<file path="src/hdl/iem_pkg.sv">
// ----------------------------------------------------------------------------
// ICMP echo reply matcher package
// Shared types, header offsets and constants for the echo reply filter.
// ----------------------------------------------------------------------------
package iem_pkg;

    localparam int DEFAULT_MAX_FRAME_BYTES = 2048;

    localparam int CFG_ADDR_W = 2;
    localparam int CFG_DATA_W = 32;

    localparam logic [15:0] ETHERTYPE_IPV4 = 16'h0800;
    localparam logic [3:0]  IP_VERSION_4   = 4'd4;
    localparam logic [7:0]  IP_PROTO_ICMP  = 8'd1;
    localparam logic [7:0]  ICMP_ECHO_REPLY = 8'd0;
    localparam logic [7:0]  ICMP_CODE_ZERO  = 8'd0;
    localparam logic [5:0]  MIN_IP_HEADER  = 6'd20;
    localparam logic [31:0] LOCAL_IP_RESET = 32'h0A00_020F;

    localparam int ETH_HEADER  = 14;
    localparam int ICMP_HEADER = 8;

    localparam int POS_ETYPE_HI = 12;
    localparam int POS_ETYPE_LO = 13;
    localparam int POS_VER_IHL  = 14;
    localparam int POS_PROTO    = 23;
    localparam int POS_SRC_IP   = 26;
    localparam int POS_DST_IP   = 30;
    localparam int POS_L4_MIN   = 34;

    localparam logic [2:0] ICMP_OFF_TYPE   = 3'd0;
    localparam logic [2:0] ICMP_OFF_CODE   = 3'd1;
    localparam logic [2:0] ICMP_OFF_ID_HI  = 3'd4;
    localparam logic [2:0] ICMP_OFF_ID_LO  = 3'd5;
    localparam logic [2:0] ICMP_OFF_SEQ_HI = 3'd6;
    localparam logic [2:0] ICMP_OFF_SEQ_LO = 3'd7;

    typedef enum logic [CFG_ADDR_W-1:0] {
        CFG_EXPECTED_SOURCE_IP = 2'd0,
        CFG_LOCAL_IP           = 2'd1,
        CFG_ECHO_IDENTIFIER    = 2'd2,
        CFG_ECHO_SEQUENCE      = 2'd3
    } t_cfg_idx;

    typedef struct packed {
        logic [31:0] expected_source_ip;
        logic [31:0] local_ip;
        logic [15:0] echo_identifier;
        logic [15:0] echo_sequence;
    } t_cfg;

    function automatic logic [7:0] byte_of32(input logic [31:0] word, input logic [1:0] idx);
        logic [7:0] b;
        case (idx)
            2'd0: b = word[31:24];
            2'd1: b = word[23:16];
            2'd2: b = word[15:8];
            default: b = word[7:0];
        endcase
        return b;
    endfunction

endpackage

</file>
<file path="src/hdl/icmp_echo_reply_matcher.sv">
// ----------------------------------------------------------------------------
// ICMP echo reply matcher
// Filters received Ethernet frames one byte per word and reports, on the
// last word of each frame, whether it is the expected ICMP echo reply.
// ----------------------------------------------------------------------------
//  channel | direction | handshake          | payload
//  s       | in        | tvalid/tready      | tdata[7:0] frame byte, tlast last byte
//  m       | out       | tvalid/tready      | tdata[0] reply matched, [7:1] zero
//  cfg     | in        | we                 | addr register index, wdata value
//
//  One word per cycle unless a last word waits for the result slot; a verdict
//  leaves through the input register, then the result register.
//  Synchronous active-low reset clears the frame state and both valid flags.
//  A stalled verdict holds the result register; non-last words keep flowing
//  until a second last word needs the result slot.
module icmp_echo_reply_matcher
    import iem_pkg::*;
#(
    parameter int MAX_FRAME_BYTES = DEFAULT_MAX_FRAME_BYTES
) (
    input  logic                  i_clk,
    input  logic                  i_rst_n,
    input  logic                  i_s_tvalid,
    output logic                  o_s_tready,
    input  logic [7:0]            i_s_tdata,   // [7:0] frame_byte
    input  logic                  i_s_tlast,
    output logic                  o_m_tvalid,
    input  logic                  i_m_tready,
    output logic [7:0]            o_m_tdata,   // [0] reply_matched, [7:1] zero
    input  logic                  i_cfg_we,
    input  logic [CFG_ADDR_W-1:0] i_cfg_addr,
    input  logic [CFG_DATA_W-1:0] i_cfg_wdata
);

    t_cfg       r_cfg;
    logic       r_in_valid;
    logic [7:0] r_in_byte;
    logic       r_in_last;
    logic       r_out_valid;
    logic       r_out_match;

    logic       out_free;
    logic       advance;
    logic       match;

    assign out_free   = !r_out_valid || i_m_tready;
    assign advance    = r_in_valid && (!r_in_last || out_free);
    assign o_s_tready = !r_in_valid || advance;
    assign o_m_tvalid = r_out_valid;
    assign o_m_tdata  = {7'd0, r_out_match};

    always_ff @(posedge i_clk) begin
        if (!i_rst_n) begin
            r_cfg.expected_source_ip <= '0;
            r_cfg.local_ip           <= LOCAL_IP_RESET;
            r_cfg.echo_identifier    <= '0;
            r_cfg.echo_sequence      <= '0;
        end else if (i_cfg_we) begin
            case (t_cfg_idx'(i_cfg_addr))
                CFG_EXPECTED_SOURCE_IP: r_cfg.expected_source_ip <= i_cfg_wdata;
                CFG_LOCAL_IP:           r_cfg.local_ip           <= i_cfg_wdata;
                CFG_ECHO_IDENTIFIER:    r_cfg.echo_identifier    <= i_cfg_wdata[15:0];
                CFG_ECHO_SEQUENCE:      r_cfg.echo_sequence      <= i_cfg_wdata[15:0];
                default:                r_cfg                    <= r_cfg;
            endcase
        end
    end

    always_ff @(posedge i_clk) begin
        if (!i_rst_n) begin
            r_in_valid <= 1'b0;
        end else if (o_s_tready) begin
            r_in_valid <= i_s_tvalid;
        end
    end

    always_ff @(posedge i_clk) begin
        if (o_s_tready && i_s_tvalid) begin
            r_in_byte <= i_s_tdata;
            r_in_last <= i_s_tlast;
        end
    end

    iem_frame_check #(
        .MAX_FRAME_BYTES(MAX_FRAME_BYTES)
    ) u_check (
        .i_clk   (i_clk),
        .i_rst_n (i_rst_n),
        .i_cfg   (r_cfg),
        .i_step  (advance),
        .i_byte  (r_in_byte),
        .i_last  (r_in_last),
        .o_match (match)
    );

    always_ff @(posedge i_clk) begin
        if (!i_rst_n) begin
            r_out_valid <= 1'b0;
        end else if (advance && r_in_last) begin
            r_out_valid <= 1'b1;
        end else if (i_m_tready) begin
            r_out_valid <= 1'b0;
        end
    end

    always_ff @(posedge i_clk) begin
        if (advance && r_in_last) begin
            r_out_match <= match;
        end
    end

endmodule

</file>
<file path="src/hdl/iem_frame_check.sv">
// ----------------------------------------------------------------------------
// ICMP echo reply frame checker
// Tracks the byte position, IP header length and running match flag of one
// frame and gives the verdict for the word being stepped in.
// ----------------------------------------------------------------------------
module iem_frame_check
    import iem_pkg::*;
#(
    parameter int MAX_FRAME_BYTES = DEFAULT_MAX_FRAME_BYTES
) (
    input  logic       i_clk,
    input  logic       i_rst_n,
    input  t_cfg       i_cfg,
    input  logic       i_step,
    input  logic [7:0] i_byte,
    input  logic       i_last,
    output logic       o_match
);

    localparam int POS_W = $clog2(MAX_FRAME_BYTES);
    localparam int EXT_W = POS_W + 1;

    logic [POS_W-1:0] r_pos;
    logic [5:0]       r_ihb;
    logic             r_ok;

    logic [5:0]       n_ihb;
    logic             n_ok;
    logic             byte_good;
    logic [EXT_W-1:0] pos_ext;
    logic [EXT_W-1:0] l4_start;
    logic [EXT_W-1:0] l4_off;
    logic [EXT_W-1:0] min_len;
    logic [1:0]       ip_idx;

    assign pos_ext  = {1'b0, r_pos};
    assign l4_start = EXT_W'(ETH_HEADER) + EXT_W'(r_ihb);
    assign l4_off   = pos_ext - l4_start;
    assign ip_idx   = r_pos[1:0] - 2'd2;
    assign n_ihb    = (r_pos == POS_W'(POS_VER_IHL)) ? {i_byte[3:0], 2'b00} : r_ihb;
    assign min_len  = EXT_W'(ETH_HEADER + ICMP_HEADER - 1) + EXT_W'(n_ihb);

    always_comb begin
        byte_good = 1'b1;
        if (r_pos == POS_W'(POS_ETYPE_HI)) begin
            byte_good = (i_byte == ETHERTYPE_IPV4[15:8]);
        end else if (r_pos == POS_W'(POS_ETYPE_LO)) begin
            byte_good = (i_byte == ETHERTYPE_IPV4[7:0]);
        end else if (r_pos == POS_W'(POS_VER_IHL)) begin
            byte_good = (i_byte[7:4] == IP_VERSION_4) && (n_ihb >= MIN_IP_HEADER);
        end else if (r_pos == POS_W'(POS_PROTO)) begin
            byte_good = (i_byte == IP_PROTO_ICMP);
        end else if (r_pos >= POS_W'(POS_SRC_IP) && r_pos < POS_W'(POS_DST_IP)) begin
            byte_good = (i_byte == byte_of32(i_cfg.expected_source_ip, ip_idx));
        end else if (r_pos >= POS_W'(POS_DST_IP) && r_pos < POS_W'(POS_L4_MIN)) begin
            byte_good = (i_byte == byte_of32(i_cfg.local_ip, ip_idx));
        end else if (r_pos >= POS_W'(POS_L4_MIN) && pos_ext >= l4_start
                     && l4_off < EXT_W'(ICMP_HEADER)) begin
            case (l4_off[2:0])
                ICMP_OFF_TYPE:   byte_good = (i_byte == ICMP_ECHO_REPLY);
                ICMP_OFF_CODE:   byte_good = (i_byte == ICMP_CODE_ZERO);
                ICMP_OFF_ID_HI:  byte_good = (i_byte == i_cfg.echo_identifier[15:8]);
                ICMP_OFF_ID_LO:  byte_good = (i_byte == i_cfg.echo_identifier[7:0]);
                ICMP_OFF_SEQ_HI: byte_good = (i_byte == i_cfg.echo_sequence[15:8]);
                ICMP_OFF_SEQ_LO: byte_good = (i_byte == i_cfg.echo_sequence[7:0]);
                default:         byte_good = 1'b1;
            endcase
        end
    end

    assign n_ok    = r_ok & byte_good;
    assign o_match = n_ok && (n_ihb >= MIN_IP_HEADER) && (pos_ext >= min_len);

    always_ff @(posedge i_clk) begin
        if (!i_rst_n) begin
            r_pos <= '0;
            r_ihb <= '0;
            r_ok  <= 1'b1;
        end else if (i_step) begin
            if (i_last) begin
                r_pos <= '0;
                r_ihb <= '0;
                r_ok  <= 1'b1;
            end else begin
                if (r_pos < POS_W'(MAX_FRAME_BYTES - 1)) begin
                    r_pos <= r_pos + POS_W'(1);
                end
                r_ihb <= n_ihb;
                r_ok  <= n_ok;
            end
        end
    end

endmodule
</file>
<file path="config.mk">
export PLATFORM = sky130hd
export DESIGN_NAME = icmp_echo_reply_matcher
export DESIGN_NICKNAME = d
export VERILOG_FILES = /design/src/hdl/iem_pkg.sv /design/src/hdl/icmp_echo_reply_matcher.sv /design/src/hdl/iem_frame_check.sv
export SDC_FILE = /design/constraint.sdc
export NUM_CORES = 1
export LEC_CHECK = 0
export ABC_CLOCK_PERIOD_IN_PS = 4850
export BUFFER_PORTS_ARGS = -buffer_cell sky130_fd_sc_hd__clkbuf_2
export CORE_MARGIN = 3
export CORE_UTILIZATION = 34
export DETAILED_ROUTE_END_ITERATION = 8
export SLEW_MARGIN = 20
export SYNTH_ARGS = -nofsm -noshare
export SYNTH_HDL_FRONTEND = slang
export SYNTH_SLANG_ARGS = --single-unit
</file>
<file path="constraint.sdc">
create_clock -name i_clk -period 4.85 [get_ports i_clk]
set_input_delay 0.2425 -clock i_clk [delete_from_list [all_inputs] [get_ports i_clk]]
set_output_delay 0.2425 -clock i_clk [all_outputs]
set_load 0.02 [all_outputs]
</file>
# Yosys cells after proc, flatten, opt, wreduce, memory -nomap -nowiden
# Index checks and enable logic that the tools add are counted.
# word_totals
ff_bits,126
in_bits,48
out_inout_bits,10
# op_classes
magnitude_cmp,10
n_reduce_logical,28
addsub,5
bitwise_logic,1
eq_ne,23
mux,28
# ops
op,n
2-to-1 mux 8 bit,11
== test 8 bit,6
one-hot mux 8 bit (3 select lines),2
"== test 11 x 4 -> 1 bit, second input constant",3
>= comparator 11 x 12 -> 1 bit,2
">= comparator 11 x 5 -> 1 bit, second input constant",2
2-to-1 mux 11 bit,2
"== test 3 bit, second input constant",4
"< comparator 12 x 4 -> 1 bit, second input constant",1
2-to-1 mux 6 bit,2
subtractor 11 x 12 -> 12 bit,1
"adder 11 x 1 -> 11 bit, second input constant",1
"== test 11 x 5 -> 1 bit, second input constant",1
">= comparator 11 x 6 -> 1 bit, second input constant",1
"< comparator 11 bit, second input constant",1
"< comparator 11 x 5 -> 1 bit, second input constant",1
"< comparator 11 x 6 -> 1 bit, second input constant",1
logical AND 1 bit,10
2-to-1 mux 1 bit,10
AND reduction 2 bit,5
"== test 8 x 1 -> 1 bit, second input constant",1
"== test 8 x 4 -> 1 bit, second input constant",1
logical NOT 8 bit,1
"adder 4 x 6 -> 7 bit, first input constant",1
15 further kinds,24

# Logic depth before layout (Yosys ltp)
# Gate-level depths: netlist of run 1.
# depth
depth_word,19
depth_mapped,18
ltp_nobuf,15

# Hierarchy
# Synthesis of run 1 repeated with hierarchy kept, for this count alone.
# hier_totals
cells_unflattened,794
hier_area_um2,7179.4
# by_module_without_submodules
mod,n_inst,seq_area_each_um2,area_each_um2,cells_per_inst
icmp_echo_reply_matcher,1,2262.2,4150.2,390
iem_frame_check,1,360.3,3029.2,404

# Worst setup path before layout of run 1
# No wires, ideal clock.
# synth_timing
kind,register -> register
start,register u_check.r_pos[7]
end,register r_out_match (data pin)
t_arrival_ns,3.075
slack_ns,1.514
stages_incl_launch_ff,19
synth_period_minus_slack_ns,3.336
cell_sequence,dfxtp_1 > buf_6 > or4_4 > buf_6 > nor4_4 > nand2_1 > buf_4 > nand2_1 > ha_1 > inv_1 > ha_1 > a21o_1 > a21o_1 > a21oi_1 > nor2b_1 > o21ai_0 > a21oi_1 > o211ai_1 > nor3_1
# synth_between
elab_chain_cells,13
word_cells_on_any_way,31
cone_classes,2 x add/sub; 9 x order compare; 4 x eq/ne; 8 x mux; 1 x bitwise; 7 x reduce/logical
# synth_rtl
element,line_no,text
from (decl),iem_frame_check.sv:23,logic [POS_W-1:0] r_pos;
from (signal assigned),iem_frame_check.sv:86,r_pos <= r_pos + POS_W'(1);
"subtractor 11 x 12 -> 12 bit, or another cell as far along",iem_frame_check.sv:38,assign l4_off = pos_ext - l4_start;
< comparator 12 x 4 -> 1 bit or logical AND 1 bit (tied branches),"iem_frame_check.sv:58, iem_frame_check.sv:57",
logical AND 1 bit,iem_frame_check.sv:58,&& l4_off < EXT_W'(ICMP_HEADER)) begin
2-to-1 mux 1 bit,iem_frame_check.sv:57,end else if (r_pos >= POS_W'(POS_L4_MIN) && pos_ext >= l4_start
2-to-1 mux 1 bit,iem_frame_check.sv:55,end else if (r_pos >= POS_W'(POS_DST_IP) && r_pos < POS_W'(POS_L4_MIN)) begin
2-to-1 mux 1 bit,iem_frame_check.sv:53,end else if (r_pos >= POS_W'(POS_SRC_IP) && r_pos < POS_W'(POS_DST_IP)) begin
2-to-1 mux 1 bit,iem_frame_check.sv:51,end else if (r_pos == POS_W'(POS_PROTO)) begin
2-to-1 mux 1 bit,iem_frame_check.sv:49,end else if (r_pos == POS_W'(POS_VER_IHL)) begin
2-to-1 mux 1 bit,iem_frame_check.sv:47,end else if (r_pos == POS_W'(POS_ETYPE_LO)) begin
2-to-1 mux 1 bit,iem_frame_check.sv:45,if (r_pos == POS_W'(POS_ETYPE_HI)) begin
AND 1 bit,iem_frame_check.sv:71,assign n_ok = r_ok & byte_good;
logical AND 1 bit,iem_frame_check.sv:72,assign o_match = n_ok && (n_ihb >= MIN_IP_HEADER) && (pos_ext >= min_len);
logical AND 1 bit (*),iem_frame_check.sv:72,
via match,icmp_echo_reply_matcher.sv:44,logic match;
to (signal assigned),icmp_echo_reply_matcher.sv:108,r_out_match <= match;
to (decl),icmp_echo_reply_matcher.sv:40,logic r_out_match;
# Mark *: on every way through the listed nets, which the timed path passes. The rest lies on a longest branch.
# A chain may end at the register's enable or synchronous reset.

# Worst setup path after layout of run 1
# layout_timing
start,register u_check.r_pos[0]
end,register r_out_match (data pin)
# layout_between
elab_chain_cells,19
word_cells_on_any_way,58
cone_classes,3 x add/sub; 9 x order compare; 13 x eq/ne; 22 x mux; 1 x bitwise; 10 x reduce/logical
# layout_rtl
element,line_no,text
subtractor 2 bit,iem_frame_check.sv:39,assign ip_idx = r_pos[1:0] - 2'd2;
"== test 2 bit, or another cell as far along",iem_pkg.sv:54,case (idx)
one-hot mux 8 bit (3 select lines),iem_pkg.sv:54,
2-to-1 mux 8 bit,iem_frame_check.sv:55,
2-to-1 mux 8 bit,iem_frame_check.sv:53,
2-to-1 mux 8 bit,iem_frame_check.sv:51,
2-to-1 mux 8 bit,iem_frame_check.sv:49,
2-to-1 mux 8 bit,iem_frame_check.sv:47,
[4 not listed],-,
2-to-1 mux 1 bit,iem_frame_check.sv:51,
2-to-1 mux 1 bit,iem_frame_check.sv:49,
2-to-1 mux 1 bit,iem_frame_check.sv:47,
2-to-1 mux 1 bit,iem_frame_check.sv:45,
AND 1 bit,iem_frame_check.sv:71,
logical AND 1 bit,iem_frame_check.sv:72,
logical AND 1 bit (*),iem_frame_check.sv:72,
via match,icmp_echo_reply_matcher.sv:44,
# Mark *: on every way through the listed nets, which the timed path passes. The rest lies on a longest branch. The select of a mux whose other input is x is not followed.

==> metrics.md, run 1 <==
| Metric | Value |
|---|---|
| TritonCTS Sinks | approximately 130 |
| Die X | 147.2 um |
| Number of global-route vias before repair | 5465 |
| H-Tree Depth | 4 |
| Cell depth of the worst flop-to-flop path | 12 |
| Top delay family on crit path | compound AO/OA/AOI/OAI gates |
| Final Setup Violations | 0 |
| Buffers added on ports | 50 |
| Mux contribution to synthesized area | 2.326% |
| Hold depth | 3 |
| Hold Path Sink | r_cfg[59]$_SDFFE_PN1P_ |
| Layout cells sized above 1 | 11.91% |
| Post-synth ARST share | 0% |
| # DRC | 0 |
| Setup Skew | 0.01134 ns |
| WP buf/inv | 1 |
| Vias post-DR | 5855 |
| TNS Setup | 0 ns |
| RSZ-0062 raised after global routing | false |
| Most frequent cells in the layout | 211 x nand2_1, 116 x dfxtp_1, 91 x a21boi_0, 50 x clkbuf_2, 35 x a21oi_1 |
| TritonCTS clock tree | yes |
| Layout area overhead | 15.58% |
| Type of the worst min-delay path | input port to flop |
| Die area | 21660 sq um |
| Synth Cell Area | 6778 sq um |
| Site row count | 51 |
| Synth Register Bits | between 100 and 150 |
| Seq pwr share | 42.1% |
| Worst r2r src | u_check.r_pos[0]$_SDFFE_PN0P_ |
| Yosys warning count | 0 |
| Grt ovf | 0 |
| First-pass detailed-route iteration total | 8 |
| ANT nets after route | 0 |
| Slew Viols, Final | 0 |
| WP data required | roughly 5.0 ns |
| Worst reg2reg path endpoint | r_out_match$_DFFE_PP_ |
| CTS resizes | 0 |
| Max-cap viol count | 0 |
| 1st-iter DRT viols | approximately 430 |
| Largest net degree at the start of global routing | 73 |
| Via/cell ratio | 5.145 |
| CP Launch Type | flop |
| Cells after Synth | roughly 840 |
| Main flop type after synthesis | dfxtp_1 |
| Synth Area in Simple Gates | 21.93% |
| Initial antenna violation count | 0 |
| Worst Min Path Start | i_cfg_wdata[27] |
| First-pass GRT wire length | 29.88 mm |
| Core area | 19530 sq um |
| Final Hold Slack | 0.04431 ns |
| Final core area utilization | 40.12% |
| Power per cell area | 336.7 nW/um^2 |
| Post-CTS Setup Repair Bufs | 0 |
| CP endpoint kind | flop |
| Pint | 1.976 mW |
| Non-filler cells, final | about 1100 |
| Crit path kind | flop to flop |
| Peak VDD IR | 0.2413 mV |
| FMAX | 0.2612 GHz |
| Outcome | finished, final reports clean |
| CTS root buf | clkbuf_16 |
| CP Cell Sequence | inv_1 -> ha_1 -> fa_1 -> nand2b_1 -> o22ai_1 -> a211oi_1 -> a31oi_1 -> and3_1 -> a311oi_1 -> o21ai_0 -> o211ai_1 -> nor3_1 |
| Clk_lat worst skew | 0.43 ns |
| Gp weighted congestion | 0.9451 |
| Slowest library cell on the worst path | fa_1 |
| Worst-margin pin slew | about 0.96 ns |
| Critical Path Max Stage Delay | approximately 0.85 ns |
| Main combinational cell family by area after synthesis | compound AO/OA/AOI/OAI gates |
| Placed Cells | 1097 |
| Post-synthesis xor/xnor area fraction | 4.523% |
| Post-layout nets | 931 |
| Number of enable flip-flop cells after synthesis | 10 |
| Fin. Hold Viols | 0 |
| Clk slew on worst S/H paths | 0.06 ns |
| Clk buf depth | 2 |
| Switch Pwr | 0.6621 mW |
| Syn_area_per_cell | 8.098 sq um |
| Synth unique cells | 56 |
| Tmin final | 3.829 ns |
| Final period utilization | 78.95% |
| Power share of the clock group | 50.2% |
| DP Wirelength | 12.88 mm |
| CP arrival | 4.00 ns |
| R2R setup slack | 1.02 ns |
| Gate power share | 7.7% |
| Leakage power | between 2 and 3 nW |
| Aggregate global-route resource usage | between 15 and 20% |
| Commonest non-fill, non-tap cell in the layout | nand2_1 |
| Ant diodes | 0 |
| Initial Utilization | 34.71% |
| Drt total wl | 18.66 mm |
| Worst-path fanout max | 11 |
| Height of the die | 147.2 um |
| DR WL/cell | 16.39 um |
| Post-Synth Adder-Cell Area | 4.357% |
| Sequential fraction of the synthesis area | 38.69% |
| Switching part of the total power | ~25% |
| Post-synthesis compound-gate area fraction | 22.08% |
| Slew HR | between 30% and 40% |
| Inserted Clock Buffers | 17 |
| I/O pin count | 58 |
[worst max-delay path by stage]
| stage | cells past startpoint | start | slack (ns) | to |
|---|---|---|---|---|
| floorplan | 18 | u_check.r_pos[7]$_SDFFE_PN0P_ | 1.51 | r_out_match$_DFFE_PP_ |
| global placement | 12 | u_check.r_pos[0]$_SDFFE_PN0P_ | 1.06 | r_out_match$_DFFE_PP_ |
| detailed placement | 12 | u_check.r_pos[0]$_SDFFE_PN0P_ | 1.02 | r_out_match$_DFFE_PP_ |
| CTS | 12 | u_check.r_pos[0]$_SDFFE_PN0P_ | 1.01 | r_out_match$_DFFE_PP_ |
| global route | 12 | u_check.r_pos[0]$_SDFFE_PN0P_ | 0.63 | r_out_match$_DFFE_PP_ |
| finish | 12 | u_check.r_pos[0]$_SDFFE_PN0P_ | 1.02 | r_out_match$_DFFE_PP_ |
[per-stage QoR]
stage | area (sq um) | worst slack, ns | power, mW
after CTS | 7831 | 1.015 | 2.656
after global placement | 7123 | 1.063 | 1.330
after global routing | 7834 | 0.6337 | 2.729
final | 7834 | 1.021 | 2.638
after floorplan | 6800 | 1.514 | 1.258
after detailed placement | 7123 | 1.015 | 1.331
[cell usage after synthesis, types with 3 or more instances]
library cell / number / area, sq um
or3_1: 5 / 31.28
nand3_1: 11 / 55.05
a222oi_1: 16 / 160.2
nor2b_1: 18 / 112.6
edfxtp_1: 10 / 300.3
buf_2: 3 / 15.01
o21ai_0: 16 / 80.08
nand4_1: 7 / 43.79
xnor2_1: 26 / 227.7
a31oi_1: 6 / 37.54
and3_1: 5 / 31.28
ha_1: 22 / 275.3
xor2_1: 9 / 78.83
o211ai_1: 8 / 60.06
mux2i_1: 9 / 90.09
nand3b_1: 3 / 22.52
inv_1: 29 / 108.9
clkbuf_1: 50 / 187.7
mux2_2: 6 / 67.56
o22ai_1: 11 / 68.82
dfxtp_1: 116 / 2322
a211oi_1: 5 / 37.54
a21oi_1: 35 / 175.2
nor3b_1: 5 / 37.54
buf_4: 9 / 67.56
nand2_1: 211 / 792.0
nor4_1: 4 / 25.02
nor3_1: 11 / 55.05
or2_2: 3 / 18.77
o21a_1: 5 / 37.54
a22oi_1: 4 / 30.03
nand2b_1: 4 / 25.02
a21boi_0: 91 / 683.2
nor2_1: 32 / 120.1
[repair_timing]
item,in CTS,in global routing
endpoints found under the hold margin,9,0
setup endpoints to repair,0,0
hold buffers,9,0
[metal layers]
layer	track usage, %	part of all wire [%]
met4	6.524	2.3
met1	24.80	48
met5	0	0
met3	3.115	4.9
met2	26.36	45
[power by group through the flow]
stage	Sequential, mW	Clock, mW	Combinational, mW
2_1_floorplan	1.12	0	0.141
3_3_place_gp	1.13	0	0.197
3_5_place_dp	1.13	0	0.197
4_1_cts	1.11	1.34	0.204
5_1_grt	1.11	1.39	0.226
6_report	1.11	1.32	0.203
[area by class of cell]
type | instances | area (sq um)
timing repair buffer | 63 | 370.4
fill | 2017 | 11690
multi-input combinational | 622 | 3779
tap | 265 | 331.6
inverter | 30 | 112.6
sequential | 126 | 2623
clock buffer | 19 | 464.2
clock inverter | 13 | 153.9
[cell families (layout without fill, tap and decap cells)]
kind of cell             after synthesis  after routing
other                                  1              7
buffers and inverters                 95            125
AND/OR/NAND/NOR                      330            330
multiplexers                          15             15
XOR/XNOR                              35             35
adder cells (fa/ha/maj)               23             23
AO/OA/AOI/OAI                        212            212
flip-flops                           126            126
[tightest hold or removal path, stage by stage]
cell and delay [ns]:
clkbuf_2 0.09, nand2_1 0.04, nand3_1 0.06
[sequential cells by signal, summed over array words and instances (netlist names)]
register	count
r_in_valid	1
o_m_tvalid	1
r_in_byte	8
u_check.r_ok	1
r_out_match	1
r_cfg	96
r_in_last	1
u_check.r_ihb	6
u_check.r_pos	11
Note: power is estimated with default switching activity, not from simulation.
==> run 2, diff against run 1 <==
--- a/config.mk
+++ b/config.mk
@@ -5,7 +5,7 @@
 export SDC_FILE = /design/constraint.sdc
 export NUM_CORES = 1
 export LEC_CHECK = 0
-export ABC_CLOCK_PERIOD_IN_PS = 4850
+export ABC_CLOCK_PERIOD_IN_PS = 3600
 export BUFFER_PORTS_ARGS = -buffer_cell sky130_fd_sc_hd__clkbuf_2
 export CORE_MARGIN = 3
 export CORE_UTILIZATION = 34
==> constraint.sdc (replaced) <==
create_clock -name i_clk -period 3.6 [get_ports i_clk]
set_input_delay 0.18 -clock i_clk [delete_from_list [all_inputs] [get_ports i_clk]]
set_output_delay 0.18 -clock i_clk [all_outputs]
set_load 0.02 [all_outputs]
==> run 2 against run 1 <==
Against the previous run: register-to-register slack lost 0.77 ns; die area did not move; first-iteration DRC count down 6.0%; clock skew decreased by 0.0052 ns; non-clock buffer count grew 23; core utilization is 0.88 points higher; combinational power increased by 43%; clock power increased by 27%; flip-flop and latch count unchanged; critical path type unchanged; clock-buffer cell count is the same; critical path depth increased by 3; cell area rose by 2.2%.
==> metrics.md, run 2 (synthesis gave the netlist of run 1 again) <==
| Metric | Value |
|---|---|
| Slew Viols, Final | 0 (unchanged) |
| DP Wirelength | 13.49 mm (was 12.88 mm) |
| Final Hold Slack | 0.02021 ns (was 0.04431 ns) |
| Placed Cells | 1115 (was 1097) |
| Drt total wl | 19.11 mm (was 18.66 mm) |
| Clk buf depth | 2 (unchanged) |
| Die X | 147.2 um (unchanged) |
| Final Setup Violations | 0 (unchanged) |
| Pwr Total | 3.452 mW (was 2.638 mW) |
| Grt ovf | 0 (unchanged) |
| Via/cell ratio | 5.109 (was 5.145) |
| Height of the die | 147.2 um (unchanged) |
| Crit path kind | flop to flop (unchanged) |
| ANT nets after route | 0 (unchanged) |
| Layout cells sized above 1 | 13.84% (was 11.91%) |
| Worst-path fanout max | 9 (was 11) |
| Setup Skew | 0.006156 ns (was 0.01134 ns) |
| Core area | 19530 sq um (unchanged) |
| TritonCTS clock tree | yes (unchanged) |
| Most frequent cells in the layout | 211 x nand2_1, 115 x dfxtp_1, 91 x a21boi_0, 50 x clkbuf_2, 35 x a21oi_1 (was 211 x nand2_1, 116 x dfxtp_1, 91 x a21boi_0, 50 x clkbuf_2, 35 x a21oi_1) |
| Vias post-DR | 5932 (was 5855) |
| CP Launch Type | flop (unchanged) |
| # fillers | 2041 (was 2017) |
| Max reg flops | 96 (unchanged) |
| DR WL/cell | 16.46 um (was 16.39 um) |
| First-pass GRT wire length | 31.22 mm (was 29.88 mm) |
| Largest net degree at the start of global routing | 44 (was 73) |
| # DRC | 0 (unchanged) |
| WP buf/inv | 2 (was 1) |
| Peak VDD IR | 0.3463 mV (was 0.2413 mV) |
| CP endpoint kind | flop (unchanged) |
| 1st-iter DRT viols | 407 (was 433) |
| Clk_lat worst skew | 0.41 ns (was 0.43 ns) |
| Slew HR | 35.31% (was 35.84%) |
| Final core area utilization | 41.00% (was 40.12%) |
| PnR worst setup slack | 0.2547 ns (was 1.021 ns) |
| Ant diodes | 0 (unchanged) |
| First-pass detailed-route iteration total | 7 (was 8) |
| Fin area | 8006 sq um (was 7834 sq um) |
| Regs by FF count | r_cfg: 96 flops, u_check.r_pos: 11 flops, r_in_byte: 8 flops (unchanged) |
| Leakage power | 2.948 nW (was 2.847 nW) |
| Post-CTS Setup Repair Bufs | 0 (unchanged) |
| CTS root buf | clkbuf_16 (unchanged) |
| Most used cell, CP | o21a_1 |
| CP Cell Sequence | inv_2 -> ha_1 -> inv_1 -> o21ai_0 -> xor2_1 -> ha_4 -> o21a_1 -> o21a_1 -> o31ai_1 -> o2111ai_1 -> or4_1 -> a311oi_2 -> o21ai_1 -> o211ai_1 -> nor3_1 (was inv_1 -> ha_1 -> fa_1 -> nand2b_1 -> o22ai_1 -> a211oi_1 -> a31oi_1 -> and3_1 -> a311oi_1 -> o21ai_0 -> o211ai_1 -> nor3_1) |
| Inserted Clock Buffers | 17 (unchanged) |
| Power per cell area | 431.1 nW/um^2 (was 336.7 nW/um^2) |
| Buffers added on ports | 50 (unchanged) |
| Fin. Hold Viols | 0 (unchanged) |
| Pre-CTS setup slack | 0.01345 ns (was 1.015 ns) |
| Layout area overhead | 18.13% (was 15.58%) |
| Initial antenna violation count | 0 (unchanged) |
| Worst-margin pin slew | 0.9658 ns (was 0.9579 ns) |
| R2R setup slack | 0.25 ns (was 1.02 ns) |
| TritonCTS Sinks | 126 (unchanged) |
| Number of global-route vias before repair | 5755 (was 5465) |
| Critical Path Max Stage Delay | 0.44 ns (was 0.85 ns) |
| RSZ-0062 raised after global routing | false (unchanged) |
| Top reg by flops | r_cfg (unchanged) |
| Die area | 21660 sq um (unchanged) |
| Gp weighted congestion | 0.8879 (was 0.9451) |
| Max-cap viol count | 0 (unchanged) |
| Final period utilization | 92.93% (was 78.95%) |
| Slowest library cell on the worst path | or4_1 (was fa_1) |
| Post-layout nets | 954 (was 931) |
| Commonest non-fill, non-tap cell in the layout | nand2_1 (unchanged) |
| Initial Utilization | 34.71% (unchanged) |
| I/O pin count | 58 (unchanged) |
| Site row count | 51 (unchanged) |
| Tmin final | 3.345 ns (was 3.829 ns) |
| TNS Setup | 0 ns (unchanged) |
| Type of the worst min-delay path | input port to flop (unchanged) |
| WP data required | 3.76 ns (was 5.02 ns) |
| Top delay family on crit path | compound AO/OA/AOI/OAI gates (unchanged) |
| Outcome | finished, final reports clean (unchanged) |
| Clk slew on worst S/H paths | 0.06 ns (about the same) |
| Aggregate global-route resource usage | 17.98% (was 17.41%) |
| H-Tree Depth | 4 (unchanged) |
| CP arrival | 3.50 ns (was 4.00 ns) |
| Non-filler cells, final | 1161 (was 1138) |
| FMAX | 0.2989 GHz (was 0.2612 GHz) |
| Placed cell areas | 7273 sq um (was 7123 sq um) |
==> run 2: cell count changes in the layout (fill, tap and decap cells not counted), sizes merged <==
cell         previous run  this run
clkinv                  4         6
buf                     4        22
dlygate4sd3             9        14
clkinvlp                3         2
inv                    34        33
==> run 2: tightest hold or removal path: cells and delay by family <==
kind | cells | cell delay, ns
AND/OR/NAND/NOR | 1 | 0.05
buffers and inverters | 1 | 0.09
AO/OA/AOI/OAI | 1 | 0.06
==> run 2: path summary, 6_finish.rpt <==
| kind | start | to | cells after the start |
|---|---|---|---|
| max | u_check.r_ihb[1]$_SDFFE_PN0P_ | r_out_match$_DFFE_PP_ | 15 |
| min | i_cfg_wdata[26] | r_cfg[90]$_SDFFE_PN0P_ | 3 |
| max reg2reg | u_check.r_ihb[1]$_SDFFE_PN0P_ | r_out_match$_DFFE_PP_ | 15 |
| min reg2reg | r_cfg[82]$_SDFFE_PN0P_ | r_cfg[82]$_SDFFE_PN0P_ | 2 |
==> run 2: metal layers <==
metal	routed length (um)	global-route usage (%)
met1	8753	24.25
met2	9028	29.06
met3	943	3.671
met4	382	5.685
met5	0	0
==> run 2: cell type report <==
class	count	area [sq um]	area share [%]
Inverter	30	112.6	1.406
Multi-Input combinational cell	622	3797	47.43
Clock inverter	13	140.1	1.750
Tap cell	265	331.6	4.141
Clock buffer	19	432.9	5.407
Sequential cell	126	2624	32.77
Timing Repair Buffer	86	568.0	7.095
==> run 2: report_power, final <==
group          switching [mW]  total (mW)  internal (mW)
Combinational           0.172       0.290          0.118
Clock                   0.648        1.67           1.02
Sequential             0.0344        1.49           1.46
==> run 2: timing repair <==
action | 4_1_cts | 5_1_grt
setup endpoints to repair | 1 | 2
hold endpoints to repair | 15 | 0
resized for setup | 1 | 5
pin swaps | 0 | 3
hold buffers | 14 | 0
==> run 3, diff against run 2 <==
--- a/config.mk
+++ b/config.mk
@@ -10,6 +10,7 @@
 export CORE_MARGIN = 3
 export CORE_UTILIZATION = 34
 export DETAILED_ROUTE_END_ITERATION = 8
+export PLACE_DENSITY = 0.54
 export SLEW_MARGIN = 20
 export SYNTH_ARGS = -nofsm -noshare
 export SYNTH_HDL_FRONTEND = slang
==> run 3 against run 2 <==
Against the previous run: non-clock buffer count increased by 7; clock power down 4%; cell area rose by 0.25%; core utilization is 0.10 points higher; register-to-register slack got worse by 0.02 ns; setup slack lost 0.016 ns; total power decreased by 1.8%; first-iteration DRC count increased by 21%; largest cell class unchanged.
==> metrics.md, run 3 (synthesis gave the netlist of run 1 again) <==
| Metric | Value |
|---|---|
| Slowest library cell on the worst path | or4_4 (was or4_1) |
| Buffers added on ports | 50 (unchanged) |
| Slew HR | 30.05% (was 35.31%) |
| Site row count | 51 (unchanged) |
| Core area | 19530 sq um (unchanged) |
| FMAX | 0.2975 GHz (was 0.2989 GHz) |
| Crit path kind | flop to flop (unchanged) |
| Critical Path Max Stage Delay | 0.62 ns (was 0.44 ns) |
| I/O pin count | 58 (unchanged) |
| TNS Setup | 0 ns (unchanged) |
| Peak VDD IR | 0.3641 mV (was 0.3463 mV) |
| CP Cell Sequence | or4_4 -> nor4_4 -> nand2_1 -> nand2_1 -> inv_1 -> ha_1 -> xnor2_1 -> ha_1 -> a21o_1 -> a21oi_1 -> nor2b_1 -> o21ai_0 -> a21oi_1 -> o211ai_1 -> nor3_1 (was inv_2 -> ha_1 -> inv_1 -> o21ai_0 -> xor2_1 -> ha_4 -> o21a_1 -> o21a_1 -> o31ai_1 -> o2111ai_1 -> or4_1 -> a311oi_2 -> o21ai_1 -> o211ai_1 -> nor3_1) |
| Leakage power | 2.972 nW (was 2.948 nW) |
| Height of the die | 147.2 um (unchanged) |
| Ant diodes | 0 (unchanged) |
| Layout area overhead | 18.42% (was 18.13%) |
| Max reg flops | 96 (unchanged) |
| Max-cap viol count | 0 (unchanged) |
| Outcome | finished, final reports clean (unchanged) |
| CP arrival | 3.52 ns (was 3.50 ns) |
| Type of the worst min-delay path | input port to flop (unchanged) |
| Post-layout nets | 961 (was 954) |
| Fin. Hold Viols | 0 (unchanged) |
| RSZ-0062 raised after global routing | false (unchanged) |
| Most frequent cells in the layout | 211 x nand2_1, 114 x dfxtp_1, 91 x a21boi_0, 50 x clkbuf_2, 35 x a21oi_1 (was 211 x nand2_1, 115 x dfxtp_1, 91 x a21boi_0, 50 x clkbuf_2, 35 x a21oi_1) |
| Layout cells sized above 1 | 14.51% (was 13.84%) |
| Worst-path fanout max | 7 (was 9) |
| Worst-margin pin slew | 1.049 ns (was 0.9658 ns) |
| Drt total wl | 19.27 mm (was 19.11 mm) |
| Post-CTS Setup Repair Bufs | 0 (unchanged) |
| DR WL/cell | 16.50 um (was 16.46 um) |
| Vias post-DR | 5943 (was 5932) |
| CP endpoint kind | flop (unchanged) |
| Placed cell areas | 7298 sq um (was 7273 sq um) |
| CTS root buf | clkbuf_16 (unchanged) |
| Top reg by flops | r_cfg (unchanged) |
| First-pass detailed-route iteration total | 5 (was 7) |
| Regs by FF count | r_cfg: 96 flops, u_check.r_pos: 11 flops, r_in_byte: 8 flops (unchanged) |
| Switching part of the total power | 25.43% (was 24.75%) |
| Initial Utilization | 34.71% (unchanged) |
| Final Hold Slack | 0.01648 ns (was 0.02021 ns) |
| Die X | 147.2 um (unchanged) |
| Setup Skew | 0.007043 ns (was 0.006156 ns) |
| Final period utilization | 93.37% (was 92.93%) |
| Power per cell area | 422.1 nW/um^2 (was 431.1 nW/um^2) |
| Initial antenna violation count | 0 (unchanged) |
| Inserted Clock Buffers | 17 (unchanged) |
| Gp weighted congestion | 0.8698 (was 0.8879) |
| ANT nets after route | 0 (unchanged) |
| WP data required | 3.76 ns (about the same) |
| First-pass GRT wire length | 31.45 mm (was 31.22 mm) |
| # DRC | 0 (unchanged) |
| Fin area | 8026 sq um (was 8006 sq um) |
| DP Wirelength | 13.45 mm (was 13.49 mm) |
| Clk slew on worst S/H paths | 0.06 ns (about the same) |
| Clk_lat worst skew | 0.41 ns (about the same) |
| Power share of the clock group | 47.3% (was 48.3%) |
| Slew Viols, Final | 0 (unchanged) |
| CP Launch Type | flop (unchanged) |
| Aggregate global-route resource usage | 18.21% (was 17.98%) |
| TritonCTS Sinks | 126 (unchanged) |
| Number of global-route vias before repair | 5614 (was 5755) |
| Commonest non-fill, non-tap cell in the layout | nand2_1 (unchanged) |
| Die area | 21660 sq um (unchanged) |
| Seq pwr share | 44.1% (was 43.3%) |
| Tmin final | 3.361 ns (was 3.345 ns) |
| Gate power share | 8.6% (was 8.4%) |
| Grt ovf | 0 (unchanged) |
| Final Setup Violations | 0 (unchanged) |
| Clk buf depth | 2 (unchanged) |
| Via/cell ratio | 5.088 (was 5.109) |
| Largest net degree at the start of global routing | 58 (was 44) |
| TritonCTS clock tree | yes (unchanged) |
| Pint | 2.527 mW (was 2.598 mW) |
| Switch Pwr | 0.8616 mW (was 0.8541 mW) |
| 1st-iter DRT viols | 491 (was 407) |
| H-Tree Depth | 4 (unchanged) |
| # fillers | 2075 (was 2041) |
run 3: path summary, 6_finish.rpt:
kind                                                    start                endpoint  slack [ns]  cells after the start
worst max-delay path            u_check.r_pos[7]$_SDFFE_PN0P_   r_out_match$_DFFE_PP_        0.24                     15
worst min-delay path                          i_cfg_wdata[29]  r_cfg[61]$_SDFFE_PN0P_        0.02                      3
worst max register to register  u_check.r_pos[7]$_SDFFE_PN0P_   r_out_match$_DFFE_PP_        0.24                     15
worst min register to register         r_cfg[70]$_SDFFE_PN0P_  r_cfg[70]$_SDFFE_PN0P_        0.46                      2
run 3: critical path, delay by kind of cell, from the launching register on:
family | cells | cell delay [ns]
AOI/OAI and AO/OA | 5 | 0.61
xor gates and xnor gates | 1 | 0.19
adders and majority gates | 2 | 0.46
buffers and inverters | 1 | 0.06
DFF | 1 | 0.31
and+or+nand+nor | 6 | 1.47
run 3: stage by stage:
step,instances,setup WS (ns),total power [mW],utilization (%)
2_1_floorplan,843,0.2642,1.695,-
3_3_place_gp,1120,0.1216,1.800,37.36
3_5_place_dp,1120,0.04667,1.802,37.38
4_1_cts,1168,0.001097,3.419,41.00
5_1_grt,1168,0.0002167,3.529,41.11
6_report,1168,0.2388,3.388,41.11
run 3: area by class of cell:
class                      count  area (sq um)  share of cell area [%]
sequential                   126          2625                   32.70
timing repair buffer          93         613.1                   7.638
inverter                      30         112.6                   1.403
tap                          265         331.6                   4.131
clock inverter                14         117.6                   1.465
multi-input combinational    622          3797                   47.31
clock buffer                  18         429.2                   5.347
run 3: routing by layer:
metal  up-vias  GRT usage (%)  share of wire (%)
met5         -              0                  0
met4         0          6.104                1.7
met3        27          3.486                5.2
met2       162          28.13                 45
met1      2772          25.62                 48
li1       2982              -                  -
run 3: power groups by stage:
stage,logic [mW],registers (mW),clock network [mW]
finish,0.292,1.49,1.60
global placement,0.278,1.52,0
floorplan,0.190,1.51,0
detailed placement,0.280,1.52,0
CTS,0.294,1.49,1.63
global route,0.327,1.50,1.70
run 3: timing repair:
action / CTS / global route
gates resized for setup: 0 / 8
endpoints found under the setup margin: 0 / 2
hold buffers: 16 / 0
endpoints found under the hold margin: 17 / 0
